[src/rtl/front_coded_word_list_decoder_core_assert.svh]
// Assertion helpers used by the decoder core.
// Both macros expect signals named clk and rst_n in the enclosing scope.
`ifndef FRONT_CODED_WORD_LIST_DECODER_CORE_ASSERT_SVH
`define FRONT_CODED_WORD_LIST_DECODER_CORE_ASSERT_SVH

// The consequent must hold in the same cycle as the antecedent.
`define FCWLD_ASSERT_SAME(lbl, ante, cons) \
    lbl: assert property (@(posedge clk) disable iff (!rst_n) (ante) |-> (cons)) \
        else $error("front coded word list decoder check failed");

// The consequent must hold in the cycle after the antecedent.
`define FCWLD_ASSERT_NEXT(lbl, ante, cons) \
    lbl: assert property (@(posedge clk) disable iff (!rst_n) (ante) |=> (cons)) \
        else $error("front coded word list decoder check failed");

`endif

[src/rtl/fcwld_pkg.sv]
`timescale 1ns / 1ps
`default_nettype none

package fcwld_pkg;

    localparam int MAX_WORD_LEN_DEF = 32;

    localparam int BYTE_W   = 8;
    localparam int POS_W    = 6;
    localparam int LETTER_W = 7;
    localparam int SYN_W    = 16;
    localparam int ALU_W    = 16;

    localparam logic [SYN_W-1:0]    IGNORED_SYN_RESET = 16'd9999;
    localparam logic [LETTER_W-1:0] CHAR_XOR          = 7'h7F;

    localparam logic ITEM_CHAR = 1'b0;
    localparam logic ITEM_END  = 1'b1;

    // Operands presented to the shared compare and increment unit.
    typedef struct packed {
        logic [ALU_W-1:0] a;
        logic [ALU_W-1:0] b;
    } alu_req_t;

    // Results: a < b, and a + 1.
    typedef struct packed {
        logic             lt;
        logic [ALU_W-1:0] inc;
    } alu_rsp_t;

endpackage

`default_nettype wire

[src/rtl/fcwld_intf.sv]
`timescale 1ns / 1ps
`default_nettype none

// Input byte stream channel.
interface fcwld_byte_if;
    logic                           valid;
    logic                           ready;
    logic [fcwld_pkg::BYTE_W-1:0]   stream_byte;

    modport source (output valid, output stream_byte, input ready);
    modport sink   (input valid, input stream_byte, output ready);
endinterface

// Decoded result channel.
interface fcwld_result_if;
    logic                           valid;
    logic                           ready;
    logic                           item_kind;
    logic [fcwld_pkg::POS_W-1:0]    char_position;
    logic [fcwld_pkg::LETTER_W-1:0] letter;
    logic [fcwld_pkg::SYN_W-1:0]    synonym_number;
    logic [fcwld_pkg::SYN_W-1:0]    word_index;
    logic [fcwld_pkg::SYN_W-1:0]    max_synonym;
    logic                           overflow;
    logic                           last_of_word;

    modport source (output valid, output item_kind, output char_position, output letter,
                    output synonym_number, output word_index, output max_synonym,
                    output overflow, output last_of_word, input ready);
    modport sink   (input valid, input item_kind, input char_position, input letter,
                    input synonym_number, input word_index, input max_synonym,
                    input overflow, input last_of_word, output ready);
endinterface

// Configuration write channel for the ignored synonym register.
interface fcwld_cfg_if;
    logic                           valid;
    logic                           ready;
    logic [fcwld_pkg::SYN_W-1:0]    ignored_synonym;

    modport source (output valid, output ignored_synonym, input ready);
    modport sink   (input valid, input ignored_synonym, output ready);
endinterface

`default_nettype wire

[src/rtl/fcwld_alu.sv]
`timescale 1ns / 1ps
`default_nettype none

// Shared compare and increment unit; the sequencer picks the operands each cycle.
module fcwld_alu
(
    input  wire fcwld_pkg::alu_req_t req,
    output fcwld_pkg::alu_rsp_t      rsp
);

    always_comb
    begin
        rsp.lt  = (req.a < req.b);
        rsp.inc = req.a + {{(fcwld_pkg::ALU_W-1){1'b0}}, 1'b1};
    end

endmodule

`default_nettype wire

[src/rtl/fcwld_word_buf.sv]
`timescale 1ns / 1ps
`default_nettype none

// Word buffer: one write port and one registered read port.
module fcwld_word_buf
#(
    parameter int DEPTH  = fcwld_pkg::MAX_WORD_LEN_DEF,
    parameter int ADDR_W = $clog2(fcwld_pkg::MAX_WORD_LEN_DEF)
)
(
    input  wire                                 clk,
    input  wire                                 wr_en,
    input  wire  [ADDR_W-1:0]                   wr_addr,
    input  wire  [fcwld_pkg::LETTER_W-1:0]      wr_data,
    input  wire                                 rd_en,
    input  wire  [ADDR_W-1:0]                   rd_addr,
    output logic [fcwld_pkg::LETTER_W-1:0]      rd_data
);

    logic [fcwld_pkg::LETTER_W-1:0] mem [DEPTH];
    logic [fcwld_pkg::LETTER_W-1:0] rd_data_reg;

    always_ff @(posedge clk)
    begin
        if (wr_en)
        begin
            mem[wr_addr] <= wr_data;
        end
    end

    always_ff @(posedge clk)
    begin
        if (rd_en)
        begin
            rd_data_reg <= mem[rd_addr];
        end
    end

    assign rd_data = rd_data_reg;

endmodule

`default_nettype wire

[src/rtl/front_coded_word_list_decoder_core.sv]
// Prefix, character and synonym high bytes are taken whenever valid; no results follow them.
// The synonym low byte starts a burst: the maximum update, then for each character a buffer
// read and an output load, then the final length check and the end transaction. The stream
// is not ready during the burst; output stalls stretch each load. Reset (rst_n low,
// asynchronous) clears the sequencer, counters, flags and output valid, and loads 9999 into
// the ignored synonym register; the word buffer holds no reset value.
`timescale 1ns / 1ps
`default_nettype none
`include "front_coded_word_list_decoder_core_assert.svh"

module front_coded_word_list_decoder_core
#(
    parameter int MAX_WORD_LEN = fcwld_pkg::MAX_WORD_LEN_DEF
)
(
    input  wire              clk,
    input  wire              rst_n,
    fcwld_byte_if.sink       stream,
    fcwld_result_if.source   result,
    fcwld_cfg_if.sink        cfg
);

    localparam int ADDR_W = $clog2(MAX_WORD_LEN);
    localparam int POS_W  = fcwld_pkg::POS_W;
    localparam int SYN_W  = fcwld_pkg::SYN_W;
    localparam int ALU_W  = fcwld_pkg::ALU_W;
    localparam int LET_W  = fcwld_pkg::LETTER_W;
    localparam int BYTE_W = fcwld_pkg::BYTE_W;

    localparam logic [POS_W-1:0] MAX_POS = POS_W'(MAX_WORD_LEN);
    localparam logic [ALU_W-1:0] MAX_ALU = ALU_W'(MAX_WORD_LEN);

    // Sequencer states. The first four take stream bytes; the rest run the output burst.
    localparam logic [2:0] ST_PREFIX = 3'd0;
    localparam logic [2:0] ST_CHARS  = 3'd1;
    localparam logic [2:0] ST_SYN_HI = 3'd2;
    localparam logic [2:0] ST_SYN_LO = 3'd3;
    localparam logic [2:0] ST_MAX    = 3'd4;
    localparam logic [2:0] ST_RD     = 3'd5;
    localparam logic [2:0] ST_WR     = 3'd6;
    localparam logic [2:0] ST_END    = 3'd7;

    logic [2:0]        state_reg,   state_next;
    logic [POS_W-1:0]  wp_reg,      wp_next;
    logic [POS_W-1:0]  idx_reg,     idx_next;
    logic [BYTE_W-1:0] syn_hi_reg,  syn_hi_next;
    logic [SYN_W-1:0]  syn_reg,     syn_next;
    logic [SYN_W-1:0]  count_reg,   count_next;
    logic [SYN_W-1:0]  largest_reg, largest_next;
    logic              ovf_reg,     ovf_next;
    logic [SYN_W-1:0]  ignored_reg, ignored_next;

    // Output register; it holds a finished transaction while the next stream bytes arrive.
    logic              out_valid_reg,   out_valid_next;
    logic              out_kind_reg,    out_kind_next;
    logic [POS_W-1:0]  out_pos_reg,     out_pos_next;
    logic [LET_W-1:0]  out_letter_reg,  out_letter_next;
    logic [SYN_W-1:0]  out_syn_reg,     out_syn_next;
    logic [SYN_W-1:0]  out_index_reg,   out_index_next;
    logic [SYN_W-1:0]  out_max_reg,     out_max_next;
    logic              out_ovf_reg,     out_ovf_next;
    logic              out_last_reg,    out_last_next;

    fcwld_pkg::alu_req_t alu_req;
    fcwld_pkg::alu_rsp_t alu_rsp;

    logic              in_fire;
    logic              slot_free;
    logic              load_char;
    logic              load_end;
    logic              buf_wr_en;
    logic              buf_rd_en;
    logic [LET_W-1:0]  buf_rd_data;
    logic [LET_W-1:0]  letter_in;

    assign stream.ready = (state_reg == ST_PREFIX) || (state_reg == ST_CHARS) ||
                          (state_reg == ST_SYN_HI) || (state_reg == ST_SYN_LO);
    assign in_fire   = stream.valid && stream.ready;
    assign slot_free = !out_valid_reg || result.ready;
    assign letter_in = stream.stream_byte[LET_W-1:0] ^ fcwld_pkg::CHAR_XOR;

    // Configuration writes are always taken.
    assign cfg.ready = 1'b1;

    // Operand selection for the shared unit.
    always_comb
    begin
        alu_req.a = '0;
        alu_req.b = '0;
        unique case (state_reg)
            ST_PREFIX:
            begin
                // Prefix too long when MAX_WORD_LEN < prefix.
                alu_req.a = MAX_ALU;
                alu_req.b = ALU_W'(stream.stream_byte);
            end
            ST_CHARS:
            begin
                alu_req.a = ALU_W'(wp_reg);
                alu_req.b = MAX_ALU;
            end
            ST_MAX:
            begin
                alu_req.a = largest_reg;
                alu_req.b = syn_reg;
            end
            ST_RD, ST_WR:
            begin
                alu_req.a = ALU_W'(idx_reg);
                alu_req.b = ALU_W'(wp_reg);
            end
            ST_END:
            begin
                alu_req.a = count_reg;
            end
            ST_SYN_HI, ST_SYN_LO:
            begin
                alu_req.a = '0;
            end
        endcase
    end

    fcwld_alu u_alu
    (
        .req (alu_req),
        .rsp (alu_rsp)
    );

    assign buf_wr_en = (state_reg == ST_CHARS) && in_fire && alu_rsp.lt;
    assign buf_rd_en = (state_reg == ST_RD) && alu_rsp.lt;
    assign load_char = (state_reg == ST_WR) && slot_free;
    assign load_end  = (state_reg == ST_END) && slot_free;

    fcwld_word_buf
    #(
        .DEPTH  (MAX_WORD_LEN),
        .ADDR_W (ADDR_W)
    )
    u_word_buf
    (
        .clk     (clk),
        .wr_en   (buf_wr_en),
        .wr_addr (wp_reg[ADDR_W-1:0]),
        .wr_data (letter_in),
        .rd_en   (buf_rd_en),
        .rd_addr (idx_reg[ADDR_W-1:0]),
        .rd_data (buf_rd_data)
    );

    // Sequencer.
    always_comb
    begin
        state_next   = state_reg;
        wp_next      = wp_reg;
        idx_next     = idx_reg;
        syn_hi_next  = syn_hi_reg;
        syn_next     = syn_reg;
        count_next   = count_reg;
        largest_next = largest_reg;
        ovf_next     = ovf_reg;
        ignored_next = ignored_reg;

        if (cfg.valid)
        begin
            ignored_next = cfg.ignored_synonym;
        end

        unique case (state_reg)
            ST_PREFIX:
            begin
                if (in_fire)
                begin
                    if (alu_rsp.lt)
                    begin
                        ovf_next = 1'b1;
                        wp_next  = MAX_POS;
                    end
                    else
                    begin
                        // The prefix is at most MAX_WORD_LEN here, so it fits the position.
                        wp_next = stream.stream_byte[POS_W-1:0];
                    end
                    state_next = ST_CHARS;
                end
            end
            ST_CHARS:
            begin
                if (in_fire)
                begin
                    if (alu_rsp.lt)
                    begin
                        wp_next = alu_rsp.inc[POS_W-1:0];
                    end
                    else
                    begin
                        // Buffer full: the character is dropped.
                        ovf_next = 1'b1;
                    end
                    if (stream.stream_byte[BYTE_W-1])
                    begin
                        state_next = ST_SYN_HI;
                    end
                end
            end
            ST_SYN_HI:
            begin
                if (in_fire)
                begin
                    syn_hi_next = stream.stream_byte;
                    state_next  = ST_SYN_LO;
                end
            end
            ST_SYN_LO:
            begin
                if (in_fire)
                begin
                    syn_next   = {syn_hi_reg, stream.stream_byte};
                    state_next = ST_MAX;
                end
            end
            ST_MAX:
            begin
                if (alu_rsp.lt && (syn_reg != ignored_reg))
                begin
                    largest_next = syn_reg;
                end
                idx_next   = '0;
                state_next = ST_RD;
            end
            ST_RD:
            begin
                state_next = alu_rsp.lt ? ST_WR : ST_END;
            end
            ST_WR:
            begin
                if (slot_free)
                begin
                    idx_next   = alu_rsp.inc[POS_W-1:0];
                    state_next = ST_RD;
                end
            end
            ST_END:
            begin
                if (slot_free)
                begin
                    count_next = alu_rsp.inc;
                    ovf_next   = 1'b0;
                    state_next = ST_PREFIX;
                end
            end
        endcase
    end

    // Output register loading. The word index and overflow flag are captured before the
    // end transaction advances the counter and clears the flag.
    always_comb
    begin
        out_valid_next  = out_valid_reg && !result.ready;
        out_kind_next   = out_kind_reg;
        out_pos_next    = out_pos_reg;
        out_letter_next = out_letter_reg;
        out_syn_next    = out_syn_reg;
        out_index_next  = out_index_reg;
        out_max_next    = out_max_reg;
        out_ovf_next    = out_ovf_reg;
        out_last_next   = out_last_reg;

        if (load_char || load_end)
        begin
            out_valid_next = 1'b1;
            out_index_next = count_reg;
            out_max_next   = largest_reg;
            out_ovf_next   = ovf_reg;
        end

        if (load_char)
        begin
            out_kind_next   = fcwld_pkg::ITEM_CHAR;
            out_pos_next    = idx_reg;
            out_letter_next = buf_rd_data;
            out_syn_next    = '0;
            out_last_next   = 1'b0;
        end
        else if (load_end)
        begin
            out_kind_next   = fcwld_pkg::ITEM_END;
            out_pos_next    = wp_reg;
            out_letter_next = '0;
            out_syn_next    = syn_reg;
            out_last_next   = 1'b1;
        end
    end

    always_ff @(posedge clk or negedge rst_n)
    begin
        if (!rst_n)
        begin
            state_reg     <= ST_PREFIX;
            wp_reg        <= '0;
            idx_reg       <= '0;
            syn_hi_reg    <= '0;
            syn_reg       <= '0;
            count_reg     <= '0;
            largest_reg   <= '0;
            ovf_reg       <= 1'b0;
            ignored_reg   <= fcwld_pkg::IGNORED_SYN_RESET;
            out_valid_reg <= 1'b0;
        end
        else
        begin
            state_reg     <= state_next;
            wp_reg        <= wp_next;
            idx_reg       <= idx_next;
            syn_hi_reg    <= syn_hi_next;
            syn_reg       <= syn_next;
            count_reg     <= count_next;
            largest_reg   <= largest_next;
            ovf_reg       <= ovf_next;
            ignored_reg   <= ignored_next;
            out_valid_reg <= out_valid_next;
        end
    end

    always_ff @(posedge clk)
    begin
        out_kind_reg   <= out_kind_next;
        out_pos_reg    <= out_pos_next;
        out_letter_reg <= out_letter_next;
        out_syn_reg    <= out_syn_next;
        out_index_reg  <= out_index_next;
        out_max_reg    <= out_max_next;
        out_ovf_reg    <= out_ovf_next;
        out_last_reg   <= out_last_next;
    end

    assign result.valid          = out_valid_reg;
    assign result.item_kind      = out_kind_reg;
    assign result.char_position  = out_pos_reg;
    assign result.letter         = out_letter_reg;
    assign result.synonym_number = out_syn_reg;
    assign result.word_index     = out_index_reg;
    assign result.max_synonym    = out_max_reg;
    assign result.overflow       = out_ovf_reg;
    assign result.last_of_word   = out_last_reg;

    // The write position never passes the buffer size.
    `FCWLD_ASSERT_SAME(a_wp_bound, 1'b1, wp_reg <= MAX_POS)
    // A character transaction is only loaded for a position inside the word.
    `FCWLD_ASSERT_SAME(a_char_in_word, load_char, idx_reg < wp_reg)
    // The end transaction closes the burst and the next prefix byte is expected.
    `FCWLD_ASSERT_NEXT(a_end_to_prefix, load_end, (state_reg == ST_PREFIX) && !ovf_reg)
    // An end-marked character byte moves on to the synonym bytes.
    `FCWLD_ASSERT_NEXT(a_end_mark, in_fire && (state_reg == ST_CHARS) &&
                       stream.stream_byte[BYTE_W-1], state_reg == ST_SYN_HI)

endmodule

`default_nettype wire
[src/flat_wrapper.sv]
// flat-port wrapper written by rule: the top's interface ports become plain ports
module front_coded_word_list_decoder_core_flat 
#(
    parameter int MAX_WORD_LEN = fcwld_pkg::MAX_WORD_LEN_DEF
)
  (clk, rst_n, stream_valid, stream_stream_byte, stream_ready, result_valid, result_item_kind, result_char_position, result_letter, result_synonym_number, result_word_index, result_max_synonym, result_overflow, result_last_of_word, result_ready, cfg_valid, cfg_ignored_synonym, cfg_ready);
  fcwld_byte_if stream_i ();
  fcwld_result_if result_i ();
  fcwld_cfg_if cfg_i ();
  input  wire clk;
  input  wire rst_n;
  input wire logic [$bits(stream_i.valid)-1:0] stream_valid;
  input wire logic [$bits(stream_i.stream_byte)-1:0] stream_stream_byte;
  output wire logic [$bits(stream_i.ready)-1:0] stream_ready;
  output wire logic [$bits(result_i.valid)-1:0] result_valid;
  output wire logic [$bits(result_i.item_kind)-1:0] result_item_kind;
  output wire logic [$bits(result_i.char_position)-1:0] result_char_position;
  output wire logic [$bits(result_i.letter)-1:0] result_letter;
  output wire logic [$bits(result_i.synonym_number)-1:0] result_synonym_number;
  output wire logic [$bits(result_i.word_index)-1:0] result_word_index;
  output wire logic [$bits(result_i.max_synonym)-1:0] result_max_synonym;
  output wire logic [$bits(result_i.overflow)-1:0] result_overflow;
  output wire logic [$bits(result_i.last_of_word)-1:0] result_last_of_word;
  input wire logic [$bits(result_i.ready)-1:0] result_ready;
  input wire logic [$bits(cfg_i.valid)-1:0] cfg_valid;
  input wire logic [$bits(cfg_i.ignored_synonym)-1:0] cfg_ignored_synonym;
  output wire logic [$bits(cfg_i.ready)-1:0] cfg_ready;
  assign stream_i.valid = stream_valid;
  assign stream_i.stream_byte = stream_stream_byte;
  assign stream_ready = stream_i.ready;
  assign result_valid = result_i.valid;
  assign result_item_kind = result_i.item_kind;
  assign result_char_position = result_i.char_position;
  assign result_letter = result_i.letter;
  assign result_synonym_number = result_i.synonym_number;
  assign result_word_index = result_i.word_index;
  assign result_max_synonym = result_i.max_synonym;
  assign result_overflow = result_i.overflow;
  assign result_last_of_word = result_i.last_of_word;
  assign result_i.ready = result_ready;
  assign cfg_i.valid = cfg_valid;
  assign cfg_i.ignored_synonym = cfg_ignored_synonym;
  assign cfg_ready = cfg_i.ready;
  front_coded_word_list_decoder_core #(.MAX_WORD_LEN(MAX_WORD_LEN)) u_core (.clk(clk), .rst_n(rst_n), .stream(stream_i), .result(result_i), .cfg(cfg_i));
endmodule
[config.mk]
export PLATFORM = sky130hd
export DESIGN_NAME = front_coded_word_list_decoder_core_flat
export DESIGN_NICKNAME = d
export VERILOG_FILES = /design/src/rtl/fcwld_pkg.sv /design/src/rtl/fcwld_intf.sv /design/src/rtl/fcwld_alu.sv /design/src/rtl/fcwld_word_buf.sv /design/src/rtl/front_coded_word_list_decoder_core.sv /design/src/flat_wrapper.sv
export VERILOG_INCLUDE_DIRS = /design/src /design/src/rtl
export SDC_FILE = /design/constraint.sdc
export NUM_CORES = 1
export LEC_CHECK = 0
export BUFFER_PORTS_ARGS = -buffer_cell sky130_fd_sc_hd__buf_2
export CORE_ASPECT_RATIO = 0.6
export CORE_UTILIZATION = 55
export CTS_CLUSTER_DIAMETER = 100
export CTS_CLUSTER_SIZE = 10
export DETAILED_ROUTE_END_ITERATION = 12
export PLACE_DENSITY = 0.84
export SYNTH_ARGS = -nofsm -noshare
export SYNTH_HDL_FRONTEND = slang
export SYNTH_SLANG_ARGS = --single-unit
[constraint.sdc]
create_clock -name clk -period 9.03 [get_ports clk]
set_input_delay 1.806 -clock clk [delete_from_list [all_inputs] [get_ports clk]]
set_output_delay 1.806 -clock clk [all_outputs]
set_load 0.005 [all_outputs]
==> flow_summary.ini <==
[clock_network]
clk_pin_slew_worst_paths_ns = 0.07
postCtsHoldBufs = 0
cts_sinks = 383
cts_buffer_depth = 3
cts_setup_buffers = 0
clockRootBuffer = clkbuf_16
cts_tree = yes
numCtsBuffers = 44
htreeDepth = 2
clk_latency_ns = 0.56
cts_resized = 0

[synthesis]
synth.distinct_cells = 59
async_reset_ff_share_pct = 23.2
avgSynthCellArea_um2 = 15.7
synth-edff-count = 277
syn-num-nets = 1072
yosys_warnings = 0
ys_ff_latch = 383
syn_area_um2 = 16100
synth_top_area_share_pct = 51.6
netlist_instances = 1027
ys_seq_area_share_pct = 67.6
ys.flop_type = edfxtp_1
synth_area_leaders = edfxtp_1, dfrtp_1, mux4_2
yosysTopAreaCell = edfxtp_1

[worst_setup_path]
path_class = reg2reg
regToRegSetupSlack_ns = 3.92
r2r-end = u_core.u_word_buf.mem[18][0]$_DFFE_PP_
cp.required_ns = 9.22
critPathMostFrequentCell = nor2_1
max_stage_delay_ns = 0.64
slowest_stage = nor3_2
start_kind = flip-flop
crit_chain = buf_4, clkinv_1, nor3_2, nand2_1, ha_1, a21oi_1, nor2_1, a211oi_1, o211ai_1, a21oi_4, nand4b_1, nor2_1
arrival_ns = 5.30
end_kind = flip-flop
worst-r2r-cell-count = 12
path_max_fanout = 40
r2r_start = u_core.state_reg[2]$_DFFE_PN0P_
critPathTopFamily = simple AND/OR/NAND/NOR gates
worst-path-buf-inv = 2

[final_layout]
area.growth.synth_to_final_pct = 12.3
utilization_pct = 62.9
largest_reg_flops = 224
multi_input_comb_area_um2 = 4850
top_register = u_core.u_word_buf.mem
finalNetCount = 1165
final-seq-area_um2 = 10900
fillerInstances = 2001
num_antenna_cells = 0
final_cells = 1522
post_route_cells_drive_above_1_share_pct = 27.4

[placed_design]
dpl.cell_count = 1449
io_buffers = 94
dp_hpwl_mm = 26.7
place.gp.congestion = 0.951

[floorplan]
die_h_um = 135
fp.coreArea_um2 = 28800
start_util_pct = 56.0
die_x_um = 223
ios = 96
dieArea_um2 = 30000
rows = 48

[min_path]
hold_path_class = reg2reg
whs_path_depth = 2
hold_end = u_core.result.synonym_number[10]$_SDFFE_PP0P_
holdCritStartpoint = u_core.result.synonym_number[10]$_SDFFE_PP0P_

[timing]
rsz0062_at_grt = no
post-route-period-util_pct = 56.6
slew_headroom_pct = 10.4
setup_tns_ns = 0
fin_skew_ns = 0.0254
hold_viol_final = 0
tightestPinTransition_ns = 1.34
final_max_slew_viol_count = 0
setup_viol = 0
fmax_mhz = 196
worst_hold_slack_ns = 0.456
fin_crit_ns = 5.11

[pwr]
power.leakage_uw = 0.00644
powerDensity_nw_per_um2 = 314
power_uw = 5680
peakVddDrop_mv = 0.175

[global_route]
grt_max_degree = 76
grt_pass1_vias = 9171
globalRouteOverflowTotal = 0
antenna_found_initial = 3
groute.usage.overall_pct = 27.5
grt_pass1_wl_mm = 59.7

[route]
dr_total_vias = 9736
ant_nets = 0
viasPerCell = 6.40
drt_first_pass_iters = 6
routed_wl_mm = 40.5
wl_per_cell_um = 26.6
drc = 0
drt_iter0_drc = 1526

[outcome]
status = finished clean

[job]
drv_cap = 0
## synth_stat cells, types with 7 or more instances
| cell | n |
|---|---|
| nor2_1 | 55 |
| a21oi_1 | 22 |
| mux2_4 | 10 |
| xor2_1 | 18 |
| nand3_1 | 15 |
| o21ai_0 | 42 |
| inv_1 | 15 |
| edfxtp_1 | 277 |
| buf_1 | 11 |
| nand2_1 | 115 |
| mux4_2 | 70 |
| nand2b_1 | 7 |
| nor4_1 | 7 |
| buf_2 | 7 |
| and2_1 | 11 |
| nand4_1 | 13 |
| clkbuf_1 | 29 |
| mux2i_1 | 14 |
| dfxtp_1 | 17 |
| o21ai_1 | 9 |
| dfstp_2 | 8 |
| a22oi_1 | 12 |
| ha_1 | 16 |
| xnor2_1 | 11 |
| o22ai_1 | 9 |
| dfrtp_1 | 81 |
| mux2_2 | 54 |
## routing by layer
layer	wire, um	vias up	track usage, %
met3	7170	61	13.8
met1	17600	4859	44.4
met4	502	0	4.75
met2	15200	730	32.5
li1	-	4086	-
met5	0	-	0
## cell families after synthesis
group,Yosys count,synth area share [%]
buffers and inverters,77,2.37
AND/OR/NAND/NOR,260,7.63
adder cells (fa/ha/maj),16,1.24
flip-flops,383,67.6
multiplexers,148,15.4
other,1,0.0233
AO/OA/AOI/OAI,113,4.21
XOR/XNOR,29,1.58
## worst min-delay path, stage by stage (launching register included)
cell and delay (ns):
dfxtp_1 0.30, nand2_1 0.05, a21oi_1 0.06
## area by class of cell
type | count | area share, %
multi-input combinational | 567 | 26.8
timing repair buffer | 107 | 3.15
tap | 375 | 2.59
sequential | 383 | 60.2
clock buffer | 70 | 6.74
inverter | 17 | 0.353
clock inverter | 3 | 0.145
## cells in the final DEF (no fill, tap or decap), drive strengths merged, types with 14 or more instances in the layout
cell	synthesis	final
mux2	64	64
ha	16	16
clkbuf	29	70
mux4	70	70
inv	15	18
edfxtp	277	277
mux2i	14	14
nand3	15	15
o21ai	51	51
dfxtp	17	17
dfrtp	81	81
xor2	18	18
a21oi	23	23
nor2	55	55
nand2	116	116
buf	31	107
## metrics by stage
step,instance area [um^2],worst slack (ns)
after floorplan,16100,4.55
after global placement,16900,3.87
after detailed placement,16900,3.79
after CTS,18100,4.05
after global routing,18100,3.62
final,18100,3.92
## worst max path at each step
stage	depth (start not counted)	start	to	slack, ns
final	12	u_core.state_reg[2]$_DFFE_PN0P_	u_core.u_word_buf.mem[18][0]$_DFFE_PP_	3.92
after global routing	12	u_core.state_reg[2]$_DFFE_PN0P_	u_core.u_word_buf.mem[10][0]$_DFFE_PP_	3.62
after CTS	12	u_core.state_reg[2]$_DFFE_PN0P_	u_core.u_word_buf.mem[17][4]$_DFFE_PP_	4.05
after detailed placement	13	stream_stream_byte[6]	u_core.u_word_buf.mem[16][5]$_DFFE_PP_	3.79
after global placement	13	stream_stream_byte[6]	u_core.largest_reg[2]$_DFFE_PN0P_	3.87
after floorplan	11	stream_stream_byte[6]	u_core.u_word_buf.rd_data[0]$_DFFE_PP_	4.55
## where the power goes
group | switching [uW] | leakage, uW | internal (uW)
clock network | 667 | 0.000598 | 920
logic | 932 | 0.00208 | 684
registers | 305 | 0.00376 | 2180
No activity file was read; power rests on OpenSTA's default activity.
